===== src/design/w2s_pkg.sv =====
// Shared constants and types for the world-to-screen projection pipeline.
package w2s_pkg;

  localparam int SCREEN_WIDTH  = 1920;
  localparam int SCREEN_HEIGHT = 1080;
  localparam int DEPTH_ONE     = 16384;

  // Homogeneous w of an input point, 1.0 in Q15.8.
  localparam int P_ONE = 256;

  localparam int PW  = 24;          // world coordinate width
  localparam int EW  = 16;          // matrix entry width
  localparam int RW  = 4 * EW;      // packed matrix row width
  localparam int VW  = 42;          // view-space vector width
  localparam int HW  = VW / 2;      // half of a view-space value
  localparam int CW  = 59;          // clip-space vector width
  localparam int NW  = CW + 1;      // numerator and denominator width
  localparam int HN  = NW / 2;      // half of a numerator
  localparam int MW  = 15;          // screen scale factor width
  localparam int QW  = 16;          // result width
  localparam int AW  = NW + MW + 2; // biased dividend width

  localparam int NUM_REGS  = 8;
  localparam int ADDR_W    = 6;
  localparam int REG_VIEW0 = 0;
  localparam int REG_PROJ0 = 4;

  localparam int MV_LAT   = 2;
  localparam int DIV_LAT  = QW + 3;
  localparam int PIPE_LAT = 2 * MV_LAT + 1 + DIV_LAT;

  localparam logic signed [QW-1:0] Q_MIN      = {1'b1, {(QW-1){1'b0}}};
  localparam logic signed [QW-1:0] Q_MAX      = {1'b0, {(QW-1){1'b1}}};
  localparam logic signed [QW-1:0] DEPTH_BACK = -QW'(DEPTH_ONE);

  typedef logic [RW-1:0] row_t;
  typedef row_t [3:0] mat_t;

  // Identity row: 1.0 in Q8.8 on the diagonal.
  function automatic row_t row_reset(input logic [1:0] r);
    row_reset = RW'(P_ONE) << (EW * int'(r));
  endfunction

endpackage


===== src/design/w2s_regs.sv =====
// APB register file holding the view and projection matrices.
module w2s_regs (
  input  logic                        clk_i,
  input  logic                        rst_ni,
  input  logic                        psel,
  input  logic                        penable,
  input  logic                        pwrite,
  input  logic [w2s_pkg::ADDR_W-1:0]  paddr,
  input  logic [w2s_pkg::RW-1:0]      pwdata,
  output logic [w2s_pkg::RW-1:0]      prdata,
  output logic                        pready,
  output w2s_pkg::mat_t               view_o,
  output w2s_pkg::mat_t               proj_o
);

  w2s_pkg::row_t rows_q [w2s_pkg::NUM_REGS];
  logic [2:0]    idx;

  assign idx    = paddr[w2s_pkg::ADDR_W-1:3];
  assign pready = 1'b1;
  assign prdata = rows_q[idx];

  always_ff @(posedge clk_i or negedge rst_ni) begin
    if (!rst_ni) begin
      for (int i = 0; i < w2s_pkg::NUM_REGS; i++) begin
        rows_q[i] <= w2s_pkg::row_reset(2'(i));
      end
    end else if (psel && penable && pwrite) begin
      rows_q[idx] <= pwdata;
    end
  end

  always_comb begin
    for (int r = 0; r < 4; r++) begin
      view_o[r] = rows_q[w2s_pkg::REG_VIEW0 + r];
      proj_o[r] = rows_q[w2s_pkg::REG_PROJ0 + r];
    end
  end

endmodule


===== config.mk =====
export PLATFORM = sky130hd
export DESIGN_NAME = w2s_regs
export DESIGN_NICKNAME = d
export VERILOG_FILES = /design/src/design/w2s_pkg.sv /design/src/design/w2s_regs.sv
export SDC_FILE = /design/constraint.sdc
export NUM_CORES = 1
export LEC_CHECK = 0
export BUFFER_PORTS_ARGS = -buffer_cell sky130_fd_sc_hd__buf_2
export CELL_PAD_IN_SITES_DETAIL_PLACEMENT = 1
export CELL_PAD_IN_SITES_GLOBAL_PLACEMENT = 2
export CORE_AREA = 2 2 254 256
export DETAILED_ROUTE_END_ITERATION = 10
export DIE_AREA = 0 0 256 258
export PLACE_DENSITY_LB_ADDON = 0.12
export SETUP_SLACK_MARGIN = 0.5
export SLEW_MARGIN = 25
export SYNTH_ARGS = -nofsm -noshare
export SYNTH_HDL_FRONTEND = slang
export SYNTH_SLANG_ARGS = --single-unit
export TNS_END_PERCENT = 30

===== constraint.sdc =====
create_clock -name clk_i -period 4.4 [get_ports clk_i]
set_input_delay 0.22 -clock clk_i [delete_from_list [all_inputs] [get_ports clk_i]]
set_output_delay 0.22 -clock clk_i [all_outputs]
set_load 0.05 [all_outputs]

Word level (Yosys, flattened, before mapping)
Cells that the tools add are included.
{ "classes": {"magnitude_cmp": 2, "muxes": 6, "bitwise_logic": 1, "n_reduce_logical": 3} }
{ "op_table": {"columns": ["operator", "count"], "rows": [
  ["$bwmux 512", 1],
  ["$bmux 64 s3", 1],
  ["$demux 64 s3", 1],
  ["$mux 64", 3],
  ["$ge 4x4->1 const B", 1],
  ["$lt 4x1->1 const B", 1],
  ["$not 3->4", 1],
  ["$logic_and 1x1->1", 3]
]} }
{ "totals": {"regBits": 512, "inputBits": 75, "out_inout_bits": 577} }

Longest topological paths before layout
Gate-level depths: netlist of run 1.
{ "logic_depth": {"depth_word": 6, "ltp_mapped": 6} }

Worst setup path after synthesis of run 1
No wires, ideal clock.
{ "synth_path": {"path_kind": "input to output", "startpoint": "input paddr[3] in the netlist's numbering", "endpoint": "output prdata[0] in the netlist's numbering", "arrival_time_ps": 1764, "setup_slack_ps": 2416, "path_stages": 5, "cell_sequence": "buf_2 > buf_2 > buf_2 > mux4_2 > mux2_2"} }
{ "synth_between": {"elab_chain_cells": 4} }
{ "synth_lines": {"columns": ["element", "line", "rtl"], "rows": [
  ["start, declared", "w2s_regs.sv:8", "input logic [w2s_pkg::ADDR_W-1:0] paddr,"],
  ["$not 3->4 (not written as such)", "w2s_regs.sv:21", "assign prdata = rows_q[idx];"],
  ["$bmux 64 s3", "w2s_regs.sv:21", null],
  ["$mux 64 (not written as such) (2 in series)", "w2s_regs.sv:21", null],
  ["end, declared", "w2s_regs.sv:10", "output logic [w2s_pkg::RW-1:0] prdata,"]
]} }
Every way passes these cells. The select of a mux whose other input is x is not followed.

Final worst setup path of run 1
{ "layout_path": {"startpoint": "input paddr[4] in the netlist's numbering", "endpoint": "output prdata[45] in the netlist's numbering"} }
Same word-level chain as after synthesis.

==> results.md, run 1 <==
- Once the floorplan was initialized, standard cells occupied 36.2% of the core.
- The most used flip-flop cell after synthesis is sky130_fd_sc_hd__dfrtp_1.
- The number of failing hold endpoints at the final stage was 0.
- The total design power is 18.6 mW.
- The die is 258 um tall.
- CTS placed an instance of sky130_fd_sc_hd__clkbuf_16 at the clock tree root.
- The final count of negative-setup-slack endpoints is 0.
- In the final routed layout, each cell accounts on average for 27.6 um.
- The met1 usage in global routing is 29.9%.
- The number of filler cells placed in the layout is 6,472.
- The setup TNS is 0 ns.
- The distinct cell type count after synthesis is 26.
- The residual overflow from global routing is 0.
- Setup repair after global routing left no endpoint under its margin.
- The number of setup buffers added after CTS is 0.
- The average cell area after synthesis is 17.4 um2.
- For this run, the total global-route usage over all layers was measured as 24.3%.
- Yosys mapped a number of flops with a built-in enable equal to 0.
- On the critical path the largest part of the delay comes from buffers and inverters.
- The met2 usage in global routing is 40.7%.
- The via-per-instance ratio is 5.20.
- The weighted congestion reported at the end of routability-driven placement is 0.848.
- The worst setup path is launched from an input pin.
- For the pin with the worst max-slew slack, the measured transition is 0.898 ns.
- The number of iterations in the first detailed-routing pass is 4.
- The overall routed net length is 80,900 um.
- Synthesis produced a netlist with a net count of 1,400.
- During I/O placement, the number of pins put on the boundary was 652.
- In the final layout, the share of cells above drive strength 1 is 71.0%.
- The flow ran to the end, and the final reports show no timing, DRC or antenna violations.
- The number of CTS-inserted buffers is 57.
- The proportion of synthesized chip area in sequential cells is 55.7%.
- The post-route fraction of the period consumed by the critical path is 63.5%.
- Of all nets on the critical path, the largest fanout is 56.
- The clock passes through at most 3 buffers.
- The element type at the critical path end is an output pin.
- The post-route clock skew is 0 ns.
- In this run the power density over the cells is 624 nW/um2.
- The number of routed nets with antenna violations is 0.
- The standard cell core area is 63,600 um2.
- The first routing iteration left 653 violations.
- The pin count of the biggest net entering global routing is 108.
- The via count of the first global-routing pass is 16,800.
- After clock tree synthesis, the clock-pin slew on the worst setup and hold paths is 0.06 ns.
- After synthesis the netlist holds a flip-flop and latch count of 512.
- The first-pass GRT wire length is 119,000 um.
- The summed instance area of the synthesized netlist is 23,000 um2.
- In this design, the stage delay of the slowest critical-path cell is 0.82 ns.
- The detailed-route DRC error count is 0.
- The area growth from synthesis to final layout is 29.3%.
- The type of the most critical hold path is in2async.
- The clock tree from TritonCTS is yes.
- The die outline width is 256 um.
- The analysis attributes to cell leakage a power of 14.7 nW.
- At the end of the flow, the number of nets in the layout was 2,114.
- The minimum clock period is 2.79 ns.
- In the synthesized netlist, the number of instances is 1,325.
- The total number of clock tree sinks is 512.
- CTS built an H-tree with a depth of 2.
- Once detailed placement completed, the half-perimeter wirelength came to 53,600 um.
- In this run the tightest slew margin relative to its limit is 40.2%.
- Based on the critical path, the design can be clocked at up to 0.358 GHz.
- Post-CTS repair changed the size of 0 cells.
- For the worst setup path, the data arrival time is 2.57 ns.
- The critical setup path kind is in2out.
- The initialized floorplan defines 93 standard-cell rows.
- The signal on the critical path passes through buf_6 -> buf_4 -> mux4_2 -> mux2_2 -> buf_2.
- The largest individual stage delay along the critical path comes from the cell sky130_fd_sc_hd__buf_4.
- The number of vias after detailed routing is 15,300.
- The number of buffers and inverters on the critical path is 3.
- In this run the most used layer during global routing was met2.
- The max-slew violation count is 0.
- 0 antenna diodes ended up in the layout.
- IR analysis of the VDD net gives a maximum drop of 0.000291 V.
- The initial antenna violation count is 1.
- Yosys printed 0 warnings.
- The fraction of synthesis flops using an asynchronous set or reset pin is 100%.
- For the worst-skew pair, the clock arrives at the later sink with an insertion delay of 0.61 ns.
- The worst endpoint required time is 4.18 ns.
- Input and output buffers added on the ports amount to 647.
- The floorplan step defined a die boundary enclosing 66,000 um2.
- The number of max-capacitance violations reported is 0.
- For this run, global-route usage on met3 was measured as 7.70%.
## placed cells by master, fill, tap and decap left out, drive strengths merged, types with 4 or more instances in the layout
cell and count:
buf 678, bufinv 4, clkbuf 90, clkinv 5, dfrtp 504, dfstp 8
dlygate4sd3 65, mux2 575, mux4 126, nor2 6
## path summary, 6_finish.rpt
check / slack [ns] / end / from / depth (start not counted)
max in group asynchronous: 3.05 / view_o[154] / rst_ni / 3
worst min register to register: 0.51 / proj_o[11] / proj_o[11] / 1
worst min-delay path: 0.24 / view_o[243] / rst_ni / 2
min in group clk_i: 0.26 / view_o[205] / pwrite / 4
worst max-delay path: 1.61 / prdata[45] / paddr[4] / 5
worst max register to register: 3.54 / proj_o[191] / proj_o[191] / 1
## report_power, final
group	internal [mW]	switching (mW)	total (mW)
logic	2.04	5.27	7.31
clock network	2.92	1.93	4.85
registers	5.65	0.751	6.40
## metrics by stage
stage          utilization, %  hold slack [ns]  area [um2]  setup WS (ns)  std cells
6_report                 46.8            0.238       29800           1.61       2935
5_1_grt                  46.8            0.259       29800           1.52       2935
4_1_cts                  46.8            0.228       29800           1.60       2935
3_5_place_dp             42.8            0.297       27200           1.61       2770
3_3_place_gp             42.8            0.289       27200           1.62       2770
2_1_floorplan               -          -0.0756       23000           2.42       1325
## kinds of logic after synthesis
logic type / synth area share (%)
other cells: 0.0163
compound gates: 0.114
buf+inv: 2.03
flops: 55.7
mux: 41.5
simple gates: 0.614
## state kept, by name, summed over array words and instances, names as in the netlist
register / count
proj_o: 256
view_o: 256
## final cells by class
class / instances / area, um2 / area share [%]
well taps: 855 / 1070 / 3.59
clock buffers: 90 / 1740 / 5.86
multi-input cells: 725 / 9760 / 32.8
flip-flops and latches: 512 / 12800 / 43.1
repair buffers: 743 / 4210 / 14.2
clock inverters: 10 / 154 / 0.517
## layer usage
layer	wire, um	part of all wire (%)	vias to the layer above
li1	-	-	6437
met1	32500	40	8225
met2	39900	49	459
met3	5820	7.2	128
met4	2670	3.3	2
met5	13	0.016	-
## cells in the mapped netlist, types with 2 or more instances
cell type,instances,area [um2]
sky130_fd_sc_hd__mux4_2,126,2840
sky130_fd_sc_hd__nand4b_1,2,17.5
sky130_fd_sc_hd__mux2_4,60,901
sky130_fd_sc_hd__buf_6,8,90.1
sky130_fd_sc_hd__nor3b_1,2,15.0
sky130_fd_sc_hd__dfrtp_1,504,12600
sky130_fd_sc_hd__mux2i_1,2,20.0
sky130_fd_sc_hd__nor2_2,6,37.5
sky130_fd_sc_hd__mux2_1,4,45.0
sky130_fd_sc_hd__buf_2,59,295
sky130_fd_sc_hd__nand2_1,2,7.51
sky130_fd_sc_hd__buf_1,7,26.3
sky130_fd_sc_hd__dfstp_2,8,210
sky130_fd_sc_hd__mux2_2,511,5750
sky130_fd_sc_hd__clkbuf_1,13,48.8
## repair_timing
action,4_1_cts,5_1_grt
endpoints found under the setup margin,0,0
hold buffers,65,0
hold endpoints to repair,584,0
No activity file was read; power rests on OpenSTA's default activity.
==> inputs of run 2 (changes only) <==
--- a/config.mk
+++ b/config.mk
@@ -8,9 +8,10 @@
 export BUFFER_PORTS_ARGS = -buffer_cell sky130_fd_sc_hd__buf_2
 export CELL_PAD_IN_SITES_DETAIL_PLACEMENT = 1
 export CELL_PAD_IN_SITES_GLOBAL_PLACEMENT = 2
-export CORE_AREA = 2 2 254 256
+export CORE_ASPECT_RATIO = 0.9
+export CORE_MARGIN = 2
+export CORE_UTILIZATION = 33
 export DETAILED_ROUTE_END_ITERATION = 10
-export DIE_AREA = 0 0 256 258
 export PLACE_DENSITY_LB_ADDON = 0.12
 export SETUP_SLACK_MARGIN = 0.5
 export SLEW_MARGIN = 25
==> constraint.sdc (replaced) <==
create_clock -name clk_i -period 2.4 [get_ports clk_i]
set_input_delay 0.12 -clock clk_i [delete_from_list [all_inputs] [get_ports clk_i]]
set_output_delay 0.12 -clock clk_i [all_outputs]
set_load 0.05 [all_outputs]
==> run 2 against run 1 <==
Net effect:
- sequential power up 83%
- first-iteration DRC count up 14%
- combinational power up 100%
- core utilization down 0.50 points
- routed wire length up 5.6%
- worst hold slack worse by 0.15 ns
- sequential share of layout area down 2.7 points
- non-clock buffer count up 153
- via count up 5.4%
- cell count up 8.1%
- die area up 8.8%
- power up 90%
==> results.md, run 2 (synthesis gave the netlist of run 1 again) <==
- The flow ran to the end, and the final reports show no timing, DRC or antenna violations.
- The count of input and output buffers is 647.
- The height of the die is 255 um.
- The net switching component of the power is 15.0 mW.
- For this run, the total global-route usage over all layers was measured as 23.4%.
- The relative contribution of sequential cells to total power is 33.3%.
- At the later pin of the worst-skew pair, clock insertion delay measures 0.60 ns.
- The effective utilization at floorplan is 33.5%.
- At the end of the flow the core is filled with cells to 46.3%.
- The weighted congestion reported at the end of routability-driven placement is 0.818.
- The first-pass GRT wire length is 123,000 um.
- Compared with the post-synthesis result, the final layout area differs by 38.2%.
- Buffers inserted during clock tree synthesis total 56.
- The post-DP HPWL is 56,500 um.
- The maximum root-to-sink buffer count is 3.
- The setup TNS is 0 ns.
- The via count of the first global-routing pass is 17,500.
- Setup repair after global routing could not meet its margin everywhere.
- Power comes to 35.2 mW.
- In this run, the combinational gates consume 41.8% of the power.
- The critical setup path kind is reg2out.
- The number of nets at the end of the flow is 2,266.
- The initial antenna violation count came to 5.
- Including well taps, the total number of placed cells is 2,871.
- The minimum clock period is 2.11 ns.
- The critical path launch point type is a register.
- The power density of the placed cells is 1110 nW/um2.
- The clock network accounts for 25.0% of the total power.
- The area of the die is 71,900 um2.
- The max-slew violation count is 0.
- The number of failing hold endpoints at the final stage is 0.
- The buffer type at the clock tree root is sky130_fd_sc_hd__clkbuf_16.
- The final count of negative-setup-slack endpoints is 0.
- The top cell types in the final layout, fill and taps aside, are 582 x sky130_fd_sc_hd__buf_2, 496 x sky130_fd_sc_hd__dfrtp_1, 484 x sky130_fd_sc_hd__mux2_2, 173 x sky130_fd_sc_hd__buf_4, 126 x sky130_fd_sc_hd__mux4_2.
- The share of post-route cells with drive strength above 1 is 73.6%.
- Detailed routing inserted a total of 16,100 vias.
- For the worst setup path, the data arrival time is 1.99 ns.
- The number of routed nets with antenna violations is 0.
- The routed design has 85,400 um of wire.
- In this run the worst path has a maximum fanout of 2.
- The detailed-route DRC error count is 0.
- Net switching is 42.7% of the power.
- The residual overflow from global routing is 0.
- The worst ir drop on vdd is 0.000610 V.
- The H-tree depth is 2.
- The type of the most critical hold path is in2async.
- The count of pins on the block boundary is 652.
- The flip-flop and latch area is 12,800 um2.
- The element type at the critical path end is an output pin.
- At the pin with the least slew margin, the transition time is 0.598 ns.
- The leakage power is 15.7 nW.
- Across the run, the number of max-cap violations was 0.
- The post-detailed-route wirelength per cell is 26.9 um.
- The die outline width is 282 um.
- The final hold slack is 0.0841 ns.
- The post-route clock skew is 0 ns.
- The first detailed-routing pass ran for 4 iterations.
- TritonCTS built the clock tree.
- After layout, the worst path uses 87.8% of the clock period.
- STA puts the critical path data required time at 2.28 ns.
- The total area inside the core boundary comes to 68,800 um2.
- For this run, the top clock speed supported by timing is 0.475 GHz.
- Fill cells in the final layout number 7,032.
- After detailed routing, the number of vias per cell comes to 5.06.
- The post-route non-filler standard cell count is 3,173.
- The total number of clock tree sinks is 512.
- Entering global routing, the biggest net connects 73 pins.
- The library cell used most frequently in the layout, excluding fill and tap cells, is sky130_fd_sc_hd__buf_2.
- The standard-cell row count is 91.
- The worst-case headroom to the max-slew limit is 60.1%.
- In this run the worst setup path begins at view_o[193].
- The multi-input combinational cells in the finished layout cover a total of 9860 um2.
- In this run, the number of DRC markers left after iteration 0 of detailed routing was 746.
- After clock tree synthesis, the clock-pin slew on the worst setup and hold paths is 0.06 ns.
- The internal portion of the total power is 20.2 mW.
- The source of the worst register-to-register timing path is view_o[65].
[run 2: metal layers]
layer	up-vias	routed length, um	track usage [%]
met5	-	14	0
met4	2	2700	7.69
li1	6735	-	-
met1	8693	35100	30.1
met2	506	41700	38.4
met3	131	5980	6.17
[run 2: worst paths after layout]
kind / to / slack (ns) / cells past startpoint
hold reg to reg: proj_o[40] / 0.52 / 1
max in group asynchronous: proj_o[136] / 1.31 / 4
min in group clk_i: view_o[198] / 0.28 / 5
setup reg to reg: view_o[65] / 1.42 / 2
setup / recovery: prdata[1] / 0.29 / 3
hold / removal: view_o[57] / 0.08 / 2
[run 2: repair_timing]
action                                 4_1_cts  5_1_grt
hold buffers                                65        0
endpoints found under the hold margin      690        0
gates resized for setup                    113       55
setup endpoints to repair                   64       64
buffers inserted                            95       32
pin swaps                                    0        1
[run 2: power groups by stage]
stage                     clock network, mW  logic (mW)  registers (mW)
final                                  8.79        14.7            11.7
after global routing                   9.41        15.3            12.0
after CTS                              9.07        14.5            11.7
after detailed placement                  0        13.4            12.0
after global placement                    0        13.3            11.9
after floorplan                           0        3.87            17.5
[run 2: layout make-up]
type / count / share of cell area [%]
Tap cell: 930 / 3.66
Antenna cell: 4 / 0.0315
Sequential cell: 512 / 40.3
Multi-Input combinational cell: 725 / 31.0
Clock inverter: 22 / 0.633
Clock buffer: 84 / 5.27
Timing Repair Buffer: 896 / 19.1
[run 2: critical path, cell delays in order (launching register included)]
cell                      delay, ns
sky130_fd_sc_hd__dfrtp_1       0.43
sky130_fd_sc_hd__mux4_2        0.49
sky130_fd_sc_hd__mux2_4        0.31
sky130_fd_sc_hd__buf_6         0.16
[run 2: stage by stage]
stage               area, um2  worst slack [ns]
floorplan               23000             0.616
global placement        27800             0.225
detailed placement      27800             0.210
CTS                     31400             0.282
global route            31800             0.258
finish                  31800             0.294
==> inputs of run 3 (changes only) <==
--- a/config.mk
+++ b/config.mk
@@ -12,6 +12,7 @@
 export CORE_MARGIN = 2
 export CORE_UTILIZATION = 33
 export DETAILED_ROUTE_END_ITERATION = 10
+export GPL_ROUTABILITY_DRIVEN = 1
 export PLACE_DENSITY_LB_ADDON = 0.12
 export SETUP_SLACK_MARGIN = 0.5
 export SLEW_MARGIN = 25
==> constraint.sdc (replaced) <==
create_clock -name clk_i -period 2.4 [get_ports clk_i]
set_input_delay 0 -clock clk_i [delete_from_list [all_inputs] [get_ports clk_i]]
set_output_delay 0 -clock clk_i [all_outputs]
set_load 0.05 [all_outputs]
==> run 3 against run 2 <==
Net effect:
- cell count down 0.88%
- clock power down 2%
- combinational power about the same
- via count down 1.4%
- register-to-register slack better by 0.03 ns
- sequential share of layout area up 0.51 points
- highest routed layer unchanged
==> results.md, run 3 (synthesis gave the netlist of run 1 again) <==
- The element type at the critical path end is an output pin.
- The worst-case headroom to the max-slew limit is 50.7%.
- The clock latency of the later-clocked register in the worst-skew pair is 0.60 ns.
- The area growth from synthesis to final layout is 36.5%.
- Clock skew on the completed layout was measured at 0 ns.
- The leakage power is 15.5 nW.
- TritonCTS built the clock tree.
- The maximum fanout along the worst path is 2.
- The number of filler cells placed in the layout is 6,977.
- The overall routed net length is 84,200 um.
- The post-CTS clock slew at the launch and capture registers of the worst setup and hold paths is 0.06 ns.
- Of the available clock period, the critical path in the final layout requires 82.1%.
- The tightest min-delay check is of the in2async type.
- The number of max-capacitance violations reported is 0.
- The aggregate global-route resource usage is 23.0%.
- The signal on the critical path passes through mux4_2 -> mux2_4 -> buf_6.
- No sink is reached through more buffers than the 3 on the longest clock path.
- The max-slew violation count is 0.
- For this run, the slowest stage of the critical path takes 0.48 ns.
- The setup TNS is 0 ns.
- The area of placed instances is 27,700 um2.
- The H-tree depth is 2.
- The height of the die is 255 um.
- The via count of the first global-routing pass is 17,200.
- Across the VDD grid, the largest voltage drop is 0.000559 V.
- Pin placement for this block handled 652 I/O pins.
- The residual overflow from global routing is 0.
- STA classifies the critical path startpoint as a register.
- The post-detailed-route wirelength per cell is 26.8 um.
- Buffers inserted during clock tree synthesis total 57.
- The post-DP HPWL is 55,500 um.
- The standard-cell row count is 91.
- The number of vias after detailed routing is 15,800.
- In the routed design, unresolved DRC markers number 0.
- The share of post-route cells with drive strength above 1 is 73.0%.
- Setup repair after global routing could not meet its margin everywhere.
- The transition time of the tightest slew-check pin is 0.739 ns.
- The weighted congestion reported at the end of routability-driven placement is 0.795.
- Static timing analysis puts the maximum clock frequency at 0.507 GHz.
- The initial utilization of the core area, before any placement, comes to 33.5%.
- At the end of the flow, the number of nets in the layout was 2,247.
- For this run, the detailed router's first-pass iteration total came to 5.
- Dividing total power by cell area gives a power density of 1110 nW/um2.
- From left edge to right edge, the die measures 282 um.
- The floorplan step defined a die boundary enclosing 71,900 um2.
- STA puts the critical path data required time at 2.40 ns.
- The flow ran to the end, and the final reports show no timing, DRC or antenna violations.
- The library cell used most frequently in the layout, excluding fill and tap cells, is sky130_fd_sc_hd__buf_2.
- The total number of clock tree sinks is 512.
- The first-pass GRT wire length is 122,000 um.
- The repair_antennas step left the layout with diodes totalling 0.
- The largest individual stage delay along the critical path comes from the cell sky130_fd_sc_hd__mux4_2.
- The count of input and output buffers is 647.
- Setup violations remaining at the end of the flow were counted as 0.
- After detailed routing, the number of vias per cell comes to 5.03.
- The initial antenna violation count is 1.
- The library cells used most frequently in the layout, excluding fill and tap cells, are 594 x sky130_fd_sc_hd__buf_2, 498 x sky130_fd_sc_hd__mux2_2, 494 x sky130_fd_sc_hd__dfrtp_1, 150 x sky130_fd_sc_hd__buf_4, 126 x sky130_fd_sc_hd__mux4_2.
- The minimum clock period is 1.97 ns.
- The number of routed nets with antenna violations is 0.
- After the first detailed-routing iteration, the DRC count stood at 652.
- Entering global routing, the biggest net connects 94 pins.
- The standard cell core area is 68,800 um2.
- The final design area excluding fillers is 31,400 um2.
- The number of failing hold endpoints at the final stage was 0.
- The root buffer cell chosen for the clock tree is sky130_fd_sc_hd__clkbuf_16.
- For the worst setup path, the data arrival time is 1.97 ns.
- The setup path with the least slack is of type reg2out.
==> run 3: cell count changes in the layout (fill, tap and decap cells not counted), sizes merged <==
cell and change:
inv -1, diode -4, clkinvlp -2, clkinv -9, bufinv -2, clkbuf +10, buf -20
==> run 3: cell type report <==
class	instances	area [um2]	share of cell area, %
tap	930	1160	3.70
clock inverter	8	72.6	0.231
multi-input combinational	725	9820	31.2
timing repair buffer	876	5790	18.4
clock buffer	94	1750	5.56
sequential	512	12800	40.8
==> run 3: timing repair <==
action	4_1_cts	5_1_grt
endpoints found under the setup margin	64	64
hold buffers	66	0
hold endpoints to repair	926	0
pin swaps	0	2
setup buffers	74	46
resized for setup	70	61
==> run 3: through the flow <==
step | total power [mW] | hold WS [ns] | cells | setup WS [ns] | utilization [%]
CTS | 34.8 | 0.0146 | 3099 | 0.375 | 45.0
global route | 36.2 | 0.0444 | 3145 | 0.358 | 45.7
finish | 34.8 | 0.0386 | 3145 | 0.429 | 45.7
floorplan | 21.4 | -0.296 | 1325 | 0.856 | -
global placement | 25.2 | -0.0829 | 2857 | 0.505 | 40.2
detailed placement | 25.3 | -0.0758 | 2857 | 0.454 | 40.2
==> run 3: worst paths after layout <==
check	from	endpoint	slack, ns	cells after the start
hold / removal	rst_ni	view_o[120]	0.04	3
min in group clk_i	paddr[4]	proj_o[12]	0.12	4
max in group asynchronous	rst_ni	proj_o[129]	1.65	4
setup reg to reg	proj_o[193]	proj_o[193]	1.45	2
setup / recovery	proj_o[193]	prdata[1]	0.43	3
hold reg to reg	proj_o[40]	proj_o[40]	0.52	1
==> run 3: worst max-delay path, delay by kind of cell, from the launching register on <==
| kind | cells | cell delay, ns |
|---|---|---|
| buffers and inverters | 1 | 0.16 |
| flip-flops | 1 | 0.43 |
| multiplexers | 2 | 0.78 |
==> run 3: where the power goes <==
group          leakage [nW]  internal, mW  switching, mW
sequential             6.51          10.4           1.32
combinational          8.07          4.54           9.94
clock                 0.895          5.03           3.59
total                  15.5          19.9           14.8
==> run 3: per-layer routing <==
metal	track usage (%)	routed length [um]	share of wire [%]	vias to the layer above
met5	0	13	0.015	-
met4	6.53	2250	2.7	2
met3	5.61	5500	6.5	113
met2	38.8	42000	50	468
met1	29.5	34400	41	8544
li1	-	-	-	6708
